File: config.mk
export PLATFORM = sky130hd
export DESIGN_NAME = playfair_digraph_encrypt_unit
export DESIGN_NICKNAME = d
export VERILOG_FILES = /design/src/sv/pfe_pkg.sv /design/src/sv/pfe_ctrl.sv /design/src/sv/pfe_datapath.sv /design/src/sv/playfair_digraph_encrypt_unit.sv
export SDC_FILE = /design/constraint.sdc
export NUM_CORES = 1
export LEC_CHECK = 0
export ABC_AREA = 1
export ABC_CLOCK_PERIOD_IN_PS = 9100
export BUFFER_PORTS_ARGS = -buffer_cell sky130_fd_sc_hd__buf_4
export CAP_MARGIN = 20
export CORE_UTILIZATION = 33
export DETAILED_ROUTE_END_ITERATION = 12
export GPL_TIMING_DRIVEN = 0
export PLACE_DENSITY = 0.49
export SLEW_MARGIN = 20
export SYNTH_ARGS = -nofsm -noshare
export SYNTH_HDL_FRONTEND = slang
export SYNTH_SLANG_ARGS = --single-unit
File: constraint.sdc
create_clock -name clk -period 9.1 [get_ports clk]
set_input_delay 2.275 -clock clk [delete_from_list [all_inputs] [get_ports clk]]
set_output_delay 2.275 -clock clk [all_outputs]
set_load 0.01 [all_outputs]
File: src/sv/pfe_pkg.sv
// Shared types and constants for the Playfair digraph encrypt unit.
// Used by pfe_ctrl, pfe_datapath and playfair_digraph_encrypt_unit.
package pfe_pkg;

  // Letter indexes and square geometry
  localparam int LetterW  = 5;
  localparam int SqDim    = 5;
  localparam int SqCells  = SqDim * SqDim;
  localparam int LetCount = 26;
  localparam int PosW     = $clog2(SqCells + 1);
  localparam logic [LetterW-1:0] LetI    = LetterW'(8);
  localparam logic [LetterW-1:0] LetJ    = LetterW'(9);
  localparam logic [LetterW-1:0] LetX    = LetterW'(23);
  localparam logic [LetterW-1:0] LetLast = LetterW'(LetCount - 1);

  // Operation codes
  localparam logic [1:0] OP_KEY    = 2'd0;
  localparam logic [1:0] OP_FINISH = 2'd1;
  localparam logic [1:0] OP_ENC    = 2'd2;

  // Status codes
  localparam logic [1:0] ST_OK         = 2'd0;
  localparam logic [1:0] ST_BAD_LETTER = 2'd1;
  localparam logic [1:0] ST_NOT_READY  = 2'd2;

  typedef struct packed {
    logic [1:0]         operation;
    logic [LetterW-1:0] letter_a;
    logic [LetterW-1:0] letter_b;
    logic               has_second;
  } pfe_in_t;

  typedef struct packed {
    logic [LetterW-1:0] cipher_first;
    logic [LetterW-1:0] cipher_second;
    logic [1:0]         status;
  } pfe_out_t;

  // Controller to datapath
  typedef struct packed {
    logic capture;
    logic put_key;
    logic put_fill;
    logic set_complete;
    logic load_out;
  } pfe_cmd_t;

  // Datapath to controller
  typedef struct packed {
    logic complete;
    logic fill_last;
    logic out_free;
  } pfe_stat_t;

endpackage

File: src/sv/pfe_ctrl.sv
// Sequencer for the Playfair unit: accepts words and steps the datapath.
// Depends on pfe_pkg.
module pfe_ctrl (
  input  logic             clk,
  input  logic             rst,
  input  logic             in_valid,
  input  logic [1:0]       in_op,
  output logic             in_stall,
  input  pfe_pkg::pfe_stat_t stat,
  output pfe_pkg::pfe_cmd_t  cmd
);
  import pfe_pkg::*;

  typedef enum logic [1:0] {S_IDLE, S_APPEND, S_FILL, S_EMIT} state_t;

  state_t state;
  state_t state_next;

  // Decode next state and datapath commands
  always_comb begin
    state_next = state;
    cmd        = '0;
    in_stall   = 1'b1;
    case (state)
      S_IDLE: begin
        in_stall = 1'b0;
        if (in_valid) begin
          cmd.capture = 1'b1;
          case (in_op)
            OP_KEY:    state_next = S_APPEND;
            OP_FINISH: state_next = stat.complete ? S_EMIT : S_FILL;
            default:   state_next = S_EMIT;
          endcase
        end
      end
      S_APPEND: begin
        cmd.put_key = 1'b1;
        if (stat.out_free) begin
          cmd.load_out = 1'b1;
          state_next   = S_IDLE;
        end else begin
          state_next = S_EMIT;
        end
      end
      S_FILL: begin
        cmd.put_fill = 1'b1;
        if (stat.fill_last) begin
          cmd.set_complete = 1'b1;
          state_next       = S_EMIT;
        end
      end
      S_EMIT: begin
        if (stat.out_free) begin
          cmd.load_out = 1'b1;
          state_next   = S_IDLE;
        end
      end
      default: state_next = S_IDLE;
    endcase
  end

  // Hold state
  always_ff @(posedge clk) begin
    if (rst) begin
      state <= S_IDLE;
    end else begin
      state <= state_next;
    end
  end

  // A captured word always moves the controller out of idle in the next cycle
  a_capture_leaves_idle: assert property (@(posedge clk) disable iff (rst)
    cmd.capture |=> state != S_IDLE)
    else $error("captured word did not start work");

  // The alphabet walk only runs on an incomplete square
  a_fill_only_incomplete: assert property (@(posedge clk) disable iff (rst)
    cmd.put_fill |-> !stat.complete)
    else $error("fill walk on a complete square");

  // Results are loaded only into a free output slot
  a_load_when_free: assert property (@(posedge clk) disable iff (rst)
    cmd.load_out |-> stat.out_free)
    else $error("output register overwritten");

endmodule

File: src/sv/pfe_datapath.sv
// Key square, letter-used flags, locate compare and cipher select.
// Depends on pfe_pkg; driven by pfe_ctrl commands.
module pfe_datapath (
  input  logic               clk,
  input  logic               rst,
  input  pfe_pkg::pfe_in_t   in_word,
  input  pfe_pkg::pfe_cmd_t  cmd,
  output pfe_pkg::pfe_stat_t stat,
  output logic               out_valid,
  input  logic               out_stall,
  output pfe_pkg::pfe_out_t  out_word
);
  import pfe_pkg::*;

  // Square storage and fill state
  logic [LetterW-1:0]  key_sq [SqCells];
  logic [LetCount-1:0] letter_used;
  logic [PosW-1:0]     fill_pos;
  logic                complete;
  logic [LetterW-1:0]  fill_cnt;

  // Captured item
  logic [1:0]         item_op;
  logic [LetterW-1:0] item_a;
  logic               bad_a;
  logic               bad_pair;
  logic [SqDim-1:0]   row1, col1, row2, col2;

  // Fold and pad incoming letters
  logic [LetterW-1:0] a_fold, b_fold, b_eff;
  always_comb begin
    a_fold = (in_word.letter_a == LetJ) ? LetI : in_word.letter_a;
    b_fold = (in_word.letter_b == LetJ) ? LetI : in_word.letter_b;
    b_eff  = in_word.has_second ? b_fold : LetX;
    if (b_eff == a_fold) begin
      b_eff = LetX;
    end
  end

  // Locate both letters against every cell at once
  logic [SqCells-1:0] hit_a, hit_b;
  logic [SqDim-1:0]   hrow_a, hcol_a, hrow_b, hcol_b;
  for (genvar k = 0; k < SqCells; k++) begin : g_cmp
    assign hit_a[k] = (key_sq[k] == a_fold);
    assign hit_b[k] = (key_sq[k] == b_eff);
  end
  for (genvar r = 0; r < SqDim; r++) begin : g_rc
    logic [SqDim-1:0] ca, cb;
    for (genvar c = 0; c < SqDim; c++) begin : g_c
      assign ca[c] = hit_a[c * SqDim + r];
      assign cb[c] = hit_b[c * SqDim + r];
    end
    assign hrow_a[r] = |hit_a[r * SqDim +: SqDim];
    assign hrow_b[r] = |hit_b[r * SqDim +: SqDim];
    assign hcol_a[r] = |ca;
    assign hcol_b[r] = |cb;
  end

  // Capture the item and its located rows and columns
  always_ff @(posedge clk) begin
    if (cmd.capture) begin
      item_op  <= in_word.operation;
      item_a   <= a_fold;
      bad_a    <= (in_word.letter_a > LetLast);
      bad_pair <= (in_word.letter_a > LetLast) ||
                  (in_word.has_second && (in_word.letter_b > LetLast));
      row1     <= hrow_a;
      col1     <= hcol_a;
      row2     <= hrow_b;
      col2     <= hcol_b;
    end
  end

  // Choose the letter to place and whether it goes in
  logic [LetterW-1:0] put_val;
  logic               put_en;
  always_comb begin
    put_val = cmd.put_fill ? fill_cnt : item_a;
    put_en  = 1'b0;
    if (cmd.put_fill) begin
      put_en = (fill_cnt != LetJ);
    end else if (cmd.put_key) begin
      put_en = !bad_a && !complete;
    end
    put_en = put_en && (fill_pos < PosW'(SqCells)) && !letter_used[put_val];
  end

  // Write the square cell at the fill position
  always_ff @(posedge clk) begin
    if (put_en) begin
      key_sq[fill_pos] <= put_val;
    end
  end

  // Advance fill state
  always_ff @(posedge clk) begin
    if (rst) begin
      letter_used <= '0;
      fill_pos    <= '0;
      complete    <= 1'b0;
      fill_cnt    <= '0;
    end else begin
      if (put_en) begin
        letter_used[put_val] <= 1'b1;
        fill_pos             <= fill_pos + PosW'(1);
      end
      if (cmd.capture) begin
        fill_cnt <= '0;
      end else if (cmd.put_fill) begin
        fill_cnt <= fill_cnt + LetterW'(1);
      end
      if (cmd.set_complete) begin
        complete <= 1'b1;
      end
    end
  end

  // Apply the row, column or rectangle rule on one-hot coordinates
  logic             same_row, same_col;
  logic [SqDim-1:0] trow1, tcol1, trow2, tcol2;
  always_comb begin
    same_row = (row1 == row2);
    same_col = (col1 == col2);
    trow1 = row1;
    trow2 = row2;
    tcol1 = col2;
    tcol2 = col1;
    if (same_row) begin
      tcol1 = {col1[SqDim-2:0], col1[SqDim-1]};
      tcol2 = {col2[SqDim-2:0], col2[SqDim-1]};
    end else if (same_col) begin
      trow1 = {row1[SqDim-2:0], row1[SqDim-1]};
      trow2 = {row2[SqDim-2:0], row2[SqDim-1]};
      tcol1 = col1;
      tcol2 = col2;
    end
  end

  // Pick the target cells by AND-OR over the square
  logic [LetterW-1:0] pick1 [SqCells];
  logic [LetterW-1:0] pick2 [SqCells];
  logic [LetterW-1:0] cipher1, cipher2;
  for (genvar k = 0; k < SqCells; k++) begin : g_pick
    assign pick1[k] = (trow1[k / SqDim] && tcol1[k % SqDim]) ? key_sq[k] : '0;
    assign pick2[k] = (trow2[k / SqDim] && tcol2[k % SqDim]) ? key_sq[k] : '0;
  end
  always_comb begin
    cipher1 = '0;
    cipher2 = '0;
    for (int k = 0; k < SqCells; k++) begin
      cipher1 = cipher1 | pick1[k];
      cipher2 = cipher2 | pick2[k];
    end
  end

  // Form the result word
  pfe_out_t result;
  always_comb begin
    result = '0;
    case (item_op)
      OP_KEY: begin
        result.status = bad_a ? ST_BAD_LETTER : ST_OK;
      end
      OP_ENC: begin
        if (!complete) begin
          result.status = ST_NOT_READY;
        end else if (bad_pair) begin
          result.status = ST_BAD_LETTER;
        end else begin
          result.cipher_first  = cipher1;
          result.cipher_second = cipher2;
        end
      end
      default: result.status = ST_OK;
    endcase
  end

  // Hold the output word until taken
  always_ff @(posedge clk) begin
    if (rst) begin
      out_valid <= 1'b0;
    end else if (cmd.load_out) begin
      out_valid <= 1'b1;
    end else if (!out_stall) begin
      out_valid <= 1'b0;
    end
  end

  always_ff @(posedge clk) begin
    if (cmd.load_out) begin
      out_word <= result;
    end
  end

  assign stat.complete  = complete;
  assign stat.fill_last = (fill_cnt == LetLast);
  assign stat.out_free  = !out_valid || !out_stall;

  // A complete square has all cells written
  a_complete_full: assert property (@(posedge clk) disable iff (rst)
    complete |-> fill_pos == PosW'(SqCells))
    else $error("square complete with unwritten cells");

  // Completion only clears on reset
  a_complete_sticks: assert property (@(posedge clk) disable iff (rst)
    complete |=> complete)
    else $error("square complete flag dropped");

  // A fresh output word comes only from a load command
  a_out_from_load: assert property (@(posedge clk) disable iff (rst)
    $rose(out_valid) |-> $past(cmd.load_out))
    else $error("output valid without a load");

endmodule

File: src/sv/playfair_digraph_encrypt_unit.sv
// Top level of the Playfair digraph encrypt unit: controller plus datapath.
// Depends on pfe_pkg, pfe_ctrl and pfe_datapath.
//
//   channel  direction  handshake            word type
//   in       input      in_valid / in_stall   pfe_in_t
//   out      output     out_valid / out_stall pfe_out_t
//
// Key letter and encrypt words are captured with a parallel compare of both
// letters against all 25 cells, then placed or cipher-selected and loaded.
// A finish word on an incomplete square walks the alphabet one letter a cycle.
// Reset clears the used flags, fill position and completion; the square
// cells themselves are not reset.
// A stalled output holds its word; the next input word may be taken meanwhile,
// and its result waits until the output register is free.
module playfair_digraph_encrypt_unit (
  input  logic              clk,
  input  logic              rst,
  input  logic              in_valid,
  output logic              in_stall,
  input  pfe_pkg::pfe_in_t  in_word,
  output logic              out_valid,
  input  logic              out_stall,
  output pfe_pkg::pfe_out_t out_word
);
  import pfe_pkg::*;

  pfe_cmd_t  cmd;
  pfe_stat_t stat;

  pfe_ctrl u_ctrl (
    .clk      (clk),
    .rst      (rst),
    .in_valid (in_valid),
    .in_op    (in_word.operation),
    .in_stall (in_stall),
    .stat     (stat),
    .cmd      (cmd)
  );

  pfe_datapath u_datapath (
    .clk       (clk),
    .rst       (rst),
    .in_word   (in_word),
    .cmd       (cmd),
    .stat      (stat),
    .out_valid (out_valid),
    .out_stall (out_stall),
    .out_word  (out_word)
  );

endmodule

==> flow_summary.json, run 1 <==
{
  "cts_buffer_depth": 3,
  "maxCapViolations": 0,
  "seqPwrFrac_pct": 36.7,
  "r2r_cells": 15,
  "rsz0062_at_grt": "no",
  "grt_overflow": 0,
  "r2r_start": "u_ctrl.state[0]$_SDFFE_PP0P_",
  "place_hpwl_um": 54900,
  "synth_cell_types": 41,
  "syn-instance-count": 1961,
  "mostFrequentLayoutCells": "nand2_1 (449), nand3_1 (410), nor2_1 (254), inv_1 (178), edfxtp_1 (166)",
  "syn_area_mm2": 0.0143,
  "ys_warn_count": 0,
  "finalCritPeriodShare_pct": 52.0,
  "place.gp.congestion": 1.07,
  "ys.flop_type": "edfxtp_1",
  "initial_utilization_pct": 33.8,
  "cts_buffers": 25,
  "relSlewSlack_pct": 19.7,
  "post_dp_cell_area_mm2": 0.0154,
  "cts_max_level": 1,
  "cp.arrival_ns": 4.98,
  "synthTopCellsByArea": "edfxtp_1 (35%), nand3_1 (14%), nand2_1 (12%)",
  "rows": 75,
  "hold_path_startpoint": "u_datapath.letter_used[24]$_SDFFE_PP0P_",
  "vias": 14800,
  "total_power_mw": 3.14,
  "endpoint_kind": "flop",
  "cellPowerDensity_mw_per_mm2": 193,
  "synth-edff-count": 166,
  "final.setup.worst_slack_ns": 4.37,
  "die_h_um": 210,
  "whs_path_depth": 2,
  "die_w_um": 210,
  "status": "complete, no violations",
  "timing.fmax_ghz": 0.211,
  "syn_to_final_growth_pct": 14.0,
  "share_comb_of_total_power_pct": 29.2,
  "synth-seq-cells": 206,
  "finalHoldViolations": 0,
  "drc": 0,
  "wl_per_cell_um": 27.5,
  "fin_area_mm2": 0.0163,
  "worstPathMaxFanout": 10,
  "synth_top_cell_by_area": "edfxtp_1",
  "drive_gt1_share_pct": 9.08,
  "antenna_found_initial": 0,
  "grt_use_total_pct": 32.5,
  "synth_nets": 1984,
  "worst_pin_slew_ns": 1.21,
  "dp_slack_ns": 3.98,
  "instances_no_fill": 2616,
  "min_to": "u_datapath.letter_used[24]$_SDFFE_PP0P_",
  "tritoncts": "done",
  "dp_cells": 2570,
  "netSwitchingFraction_pct": 36.0,
  "final_common_cell": "nand2_1",
  "grt_pass1_wl_um": 101000,
  "min_period_ns": 4.73,
  "internal_power_mw": 2.01,
  "die-area_mm2": 0.0442,
  "hold_path_class": "reg -> reg",
  "slew_viol_final": 0,
  "drt_first_pass_iters": 5,
  "core_area_mm2": 0.0424,
  "hold_buffers": 0,
  "drtAntennaViolNets": 0,
  "first_global_vias": 13500,
  "r2r_slack_ns": 5.46,
  "setup_viol": 0,
  "reg2reg_to": "u_datapath.key_sq[6][2]$_DFFE_PP_",
  "async_flop_share_pct": 0,
  "post-route-util_pct": 38.5,
  "clock_tree.root_cell": "clkbuf_16",
  "cts_num_sinks": 206,
  "critPathRequiredTime_ns": 9.35,
  "p_clk_share_pct": 34.1,
  "switching_power_mw": 1.13,
  "post-synth-top-area-fraction_pct": 34.8,
  "worstSkewPairLatency_ns": 0.55,
  "dr.first_iter.drc_count": 1896,
  "finalSetupTns_ns": 0,
  "routed_wl_um": 72000,
  "portBuffers": 27,
  "ctsResizeCount": 0,
  "clkTransAtPathRegs_ns": 0.06,
  "p_leak_nw": 7.17,
  "criticalPathCategory": "in -> reg",
  "grt_max_degree": 30,
  "pin_count": 31,
  "postCtsSetupBuffers": 0,
  "clock-skew-final_ns": 0.0198,
  "vdd_ir_drop_max_mv": 0.149,
  "hold_ws_ns": 0.447,
  "syn-mean-instance-area_um2": 7.30,
  "fillers": 4551,
  "cp-start-kind": "primary input",
  "routed_via_density": 5.65,
  "synth-seq-area-share_pct": 40.4,
  "nets": 2044
}
-- worst max-delay path, cell delays in order --
cell	delay, ns
buf_2	0.16
nor2_2	0.08
nand3b_1	0.09
nand2_2	0.20
inv_2	0.28
clkbuf_1	0.87
nor2_1	0.06
o21ai_0	0.72
nand3b_1	0.24
-- per-layer routing --
metal	vias to the layer above	share of wire (%)	track usage (%)
li1	6649	-	-
met3	235	9.7	6.36
met4	0	7.0	20.3
met2	862	43	49.7
met5	-	0	0
met1	7034	40	42.1
-- cell type report --
type	count	area [µm²]	share of cell area (%)
inverter	186	703	4.31
tap	577	722	4.42
clock buffer	29	661	4.05
antenna	1	2.50	0.0153
multi-input combinational	1462	7340	45.0
buffer	107	537	3.29
sequential	206	5790	35.4
clock inverter	15	216	1.33
timing repair buffer	33	360	2.21
-- state kept, by name (all words and copies together), names as in the netlist, 2 cells and up --
name / count
u_datapath.row2: 5
u_datapath.item_op: 2
u_datapath.row1: 5
u_datapath.key_sq: 125
u_datapath.col1: 5
u_datapath.item_a: 5
u_datapath.out_word: 12
u_datapath.fill_pos: 5
u_datapath.col2: 5
u_datapath.fill_cnt: 5
u_datapath.letter_used: 26
u_ctrl.state: 2
-- worst max path at each step --
stage	to	start	slack [ns]	cells after the start
finish	u_datapath.row1[0]$_DFFE_PP_	in_word[8]	4.37	9
global route	u_datapath.row2[2]$_DFFE_PP_	in_word[2]	4.25	16
CTS	u_datapath.row1[4]$_DFFE_PP_	in_word[10]	4.55	8
detailed placement	u_datapath.row1[4]$_DFFE_PP_	in_word[10]	3.98	8
global placement	u_datapath.key_sq[14][2]$_DFFE_PP_	u_ctrl.state[0]$_SDFFE_PP0P_	2.55	12
floorplan	u_datapath.col2[3]$_DFFE_PP_	in_word[8]	5.02	17
-- power by group through the flow --
stage                     Sequential (mW)  Combinational [mW]  Clock [mW]
after floorplan                      1.15               0.524           0
after global placement               1.18               0.852           0
after detailed placement             1.17               0.885           0
after CTS                            1.15               0.888        1.09
after global routing                 1.16               0.978        1.12
final                                1.15               0.916        1.07
-- Yosys cell counts (all sizes together) (33+ instances only) --
| library cell | n |
|---|---|
| inv | 184 |
| clkbuf | 35 |
| nor2 | 262 |
| dfxtp | 40 |
| nand3 | 411 |
| nand2 | 463 |
| a21oi | 55 |
| xor2 | 89 |
| edfxtp | 166 |
| o21ai | 38 |
| buf | 72 |
| nand3b | 33 |
-- logic make-up (layout without fill, tap and decap cells) --
family / after synthesis / count (layout) / synth area share (%)
simple gates: 1207 / 1207 / 37.5
buf+inv: 293 / 370 / 8.64
flops: 206 / 206 / 40.4
compound gates: 132 / 132 / 5.75
xor+xnor: 117 / 117 / 7.16
fa+ha+maj: 6 / 6 / 0.524
other cells: 0 / 1 / 0
No activity file was read; power rests on OpenSTA's default activity.
==> run 2, diff against run 1 <==
--- a/config.mk
+++ b/config.mk
@@ -5,8 +5,8 @@
 export SDC_FILE = /design/constraint.sdc
 export NUM_CORES = 1
 export LEC_CHECK = 0
-export ABC_AREA = 1
-export ABC_CLOCK_PERIOD_IN_PS = 9100
+export ABC_AREA = 0
+export ABC_CLOCK_PERIOD_IN_PS = 4400
 export BUFFER_PORTS_ARGS = -buffer_cell sky130_fd_sc_hd__buf_4
 export CAP_MARGIN = 20
 export CORE_UTILIZATION = 33
==> constraint.sdc (replaced) <==
create_clock -name clk -period 4.4 [get_ports clk]
set_input_delay 1.1 -clock clk [delete_from_list [all_inputs] [get_ports clk]]
set_output_delay 1.1 -clock clk [all_outputs]
set_load 0.01 [all_outputs]
==> flow_summary.json, run 2 <==
{
  "rows": 74,
  "cts_buffer_depth": 3,
  "syn_to_final_growth_pct": 13.2,
  "routed_wl_um": 65800,
  "total_power_mw": 5.54,
  "post-route-util_pct": 37.9,
  "final_common_cell": "xnor2_1",
  "antenna_found_initial": 1,
  "synthTopCellsByArea": "edfxtp_1 (37%), xnor2_1 (11%), dfxtp_1 (5.9%)",
  "cts_buffers": 25,
  "finalSetupTns_ns": 0,
  "hold_ws_ns": 0.459,
  "post_dp_cell_area_mm2": 0.0146,
  "status": "complete, no violations",
  "n_antenna_cell": 0,
  "place_hpwl_um": 48100,
  "min_period_ns": 4.03,
  "dp_slack_ns": -0.239,
  "final.setup.worst_slack_ns": 0.371,
  "grt_pass1_wl_um": 90100,
  "synth_cell_types": 79,
  "drive_gt1_share_pct": 12.6,
  "share_comb_of_total_power_pct": 21.5,
  "p_clk_share_pct": 37.2,
  "worstPathMaxFanout": 10,
  "finalCritPeriodShare_pct": 91.6,
  "internal_power_mw": 3.83,
  "synth-seq-cells": 206,
  "seqPwrFrac_pct": 41.3,
  "drt_first_pass_iters": 6,
  "synth_top_cell_by_area": "edfxtp_1",
  "synth_nets": 1359,
  "routed_via_density": 6.28,
  "nets": 1421,
  "dr.first_iter.drc_count": 1636,
  "clkTransAtPathRegs_ns": 0.05,
  "clock_tree.root_cell": "clkbuf_16",
  "mostFrequentLayoutCells": "xnor2_1 (178), edfxtp_1 (166), nor2_1 (90), nand2_1 (77), xor2_1 (73)",
  "die-area_mm2": 0.0421,
  "post-synth-top-area-fraction_pct": 36.6,
  "pin_count": 31,
  "synth-seq-area-share_pct": 42.5,
  "clock-skew-final_ns": 0.0219,
  "worst_pin_slew_ns": 1.24,
  "core_area_mm2": 0.0407,
  "ys_warn_count": 0,
  "maxCapViolations": 0,
  "slew_viol_final": 0,
  "worstSkewPairLatency_ns": 0.56,
  "syn_area_mm2": 0.0136,
  "p_leak_nw": 5.25,
  "cts_num_sinks": 206,
  "ys.flop_type": "edfxtp_1",
  "grt_overflow": 0,
  "initial_utilization_pct": 33.5,
  "relSlewSlack_pct": 16.4,
  "cp-start-kind": "primary input",
  "grt_use_total_pct": 31.0,
  "cp.arrival_ns": 4.29,
  "place.gp.congestion": 1.08,
  "layout_top_registers": "u_datapath.key_sq: 125 flops, u_datapath.letter_used: 26 flops, u_datapath.out_word: 12 flops",
  "hold_path_class": "reg -> reg",
  "hold_buffers": 0,
  "dp_cells": 1899,
  "cts_max_level": 1,
  "async_flop_share_pct": 0,
  "instances_no_fill": 1948,
  "netSwitchingFraction_pct": 30.9,
  "die_w_um": 205,
  "switching_power_mw": 1.71,
  "criticalPathCategory": "in -> reg",
  "synth.most_common_cell": "xnor2_1",
  "synth_commonest_cells": "xnor2_1 (178), edfxtp_1 (166), nor2_1 (90), nand2_1 (77), xor2_1 (73)",
  "portBuffers": 29,
  "rsz0062_at_grt": "no",
  "regMostFlops": "u_datapath.key_sq",
  "vdd_ir_drop_max_mv": 0.262,
  "synth-edff-count": 166,
  "wl_per_cell_um": 33.8,
  "slowest_delay_ns": 1.01,
  "cellPowerDensity_mw_per_mm2": 359,
  "timing.fmax_ghz": 0.248,
  "endpoint_kind": "flop",
  "largest_register_ffs": 125,
  "finalHoldViolations": 0,
  "vias": 12200,
  "syn-mean-instance-area_um2": 10.2,
  "worstPathCellList": "buf_4, nor4b_2, nand2b_1, buf_2, buf_1, xnor2_1, nor2_1, nor4_1, nand2_1",
  "grt_max_degree": 35,
  "critPathSlowestCell": "nor4_1",
  "setup_viol": 0,
  "syn-instance-count": 1336,
  "fin_area_mm2": 0.0154,
  "critPathRequiredTime_ns": 4.66,
  "tritoncts": "done",
  "die_h_um": 205,
  "drc": 0,
  "drtAntennaViolNets": 0,
  "first_global_vias": 11300
}
==> run 2: changes by cell type in the layout (fill, tap and decap cells not counted), sizes merged, moves of 21 or more <==
cell / delta
a22oi: +33
mux2: +21
nand3: -360
nand3b: -28
mux2i: +29
a31oi: +26
xnor2: +150
a211oi: +32
inv: -156
nor2: -172
and3: +31
a222oi: +26
nand2: -385
==> run 2: critical path, delay by kind of cell <==
family | cells | cell delay, ns
AND/OR/NAND/NOR | 5 | 1.90
buffers and inverters | 3 | 1.07
XOR/XNOR | 1 | 0.19
==> run 2: per-layer routing <==
layer / global-route usage, % / up-vias / share of wire, %
met1: 41.3 / 6046 / 40
met3: 5.91 / 207 / 9.5
li1: - / 5222 / -
met4: 21.2 / 0 / 8.2
met2: 45.2 / 751 / 42
met5: 0 / - / 0
==> run 2: worst paths after layout <==
check | start | end | slack, ns | cells after the start
setup / recovery | in_word[8] | u_datapath.col1[3]$_DFFE_PP_ | 0.37 | 9
hold / removal | u_datapath.letter_used[0]$_SDFFE_PP0P_ | u_datapath.letter_used[0]$_SDFFE_PP0P_ | 0.46 | 2
setup reg to reg | u_ctrl.state[0]$_SDFFE_PP0P_ | u_datapath.key_sq[13][4]$_DFFE_PP_ | 0.43 | 12
hold reg to reg | u_datapath.letter_used[0]$_SDFFE_PP0P_ | u_datapath.letter_used[0]$_SDFFE_PP0P_ | 0.46 | 2
==> run 2: power groups by stage <==
stage	Sequential (mW)	Clock (mW)	Combinational, mW
6_report	2.29	2.06	1.19
5_1_grt	2.29	2.17	1.27
4_1_cts	2.29	2.09	1.15
3_5_place_dp	2.33	0	1.15
3_3_place_gp	2.33	0	1.14
2_1_floorplan	2.28	0	0.775
==> run 2: repair_timing <==
action,CTS,global route
buffers inserted,0,3
endpoints found under the setup margin,0,15
gates resized for setup,0,3
==> run 2: cell families (layout without fill, tap and decap cells) <==
kind of cell	count (synthesis)	in the layout	share of synthesized area [%]
buffers and inverters	120	200	4.13
xor gates and xnor gates	251	251	16.1
AOI/OAI and AO/OA	319	319	18.3
muxes	51	51	4.03
and+or+nand+nor	383	383	14.4
DFF	206	206	42.5
adders and majority gates	6	6	0.551
==> run 2: area by class of cell <==
class	instances	area [µm²]
multi-input combinational	1010	7310
buffer	91	455
inverter	29	113
clock inverter	17	180
sequential	206	5790
clock buffer	28	637
timing repair inverter	1	5.00
tap	532	666
timing repair buffer	34	275
fill	4118	25300
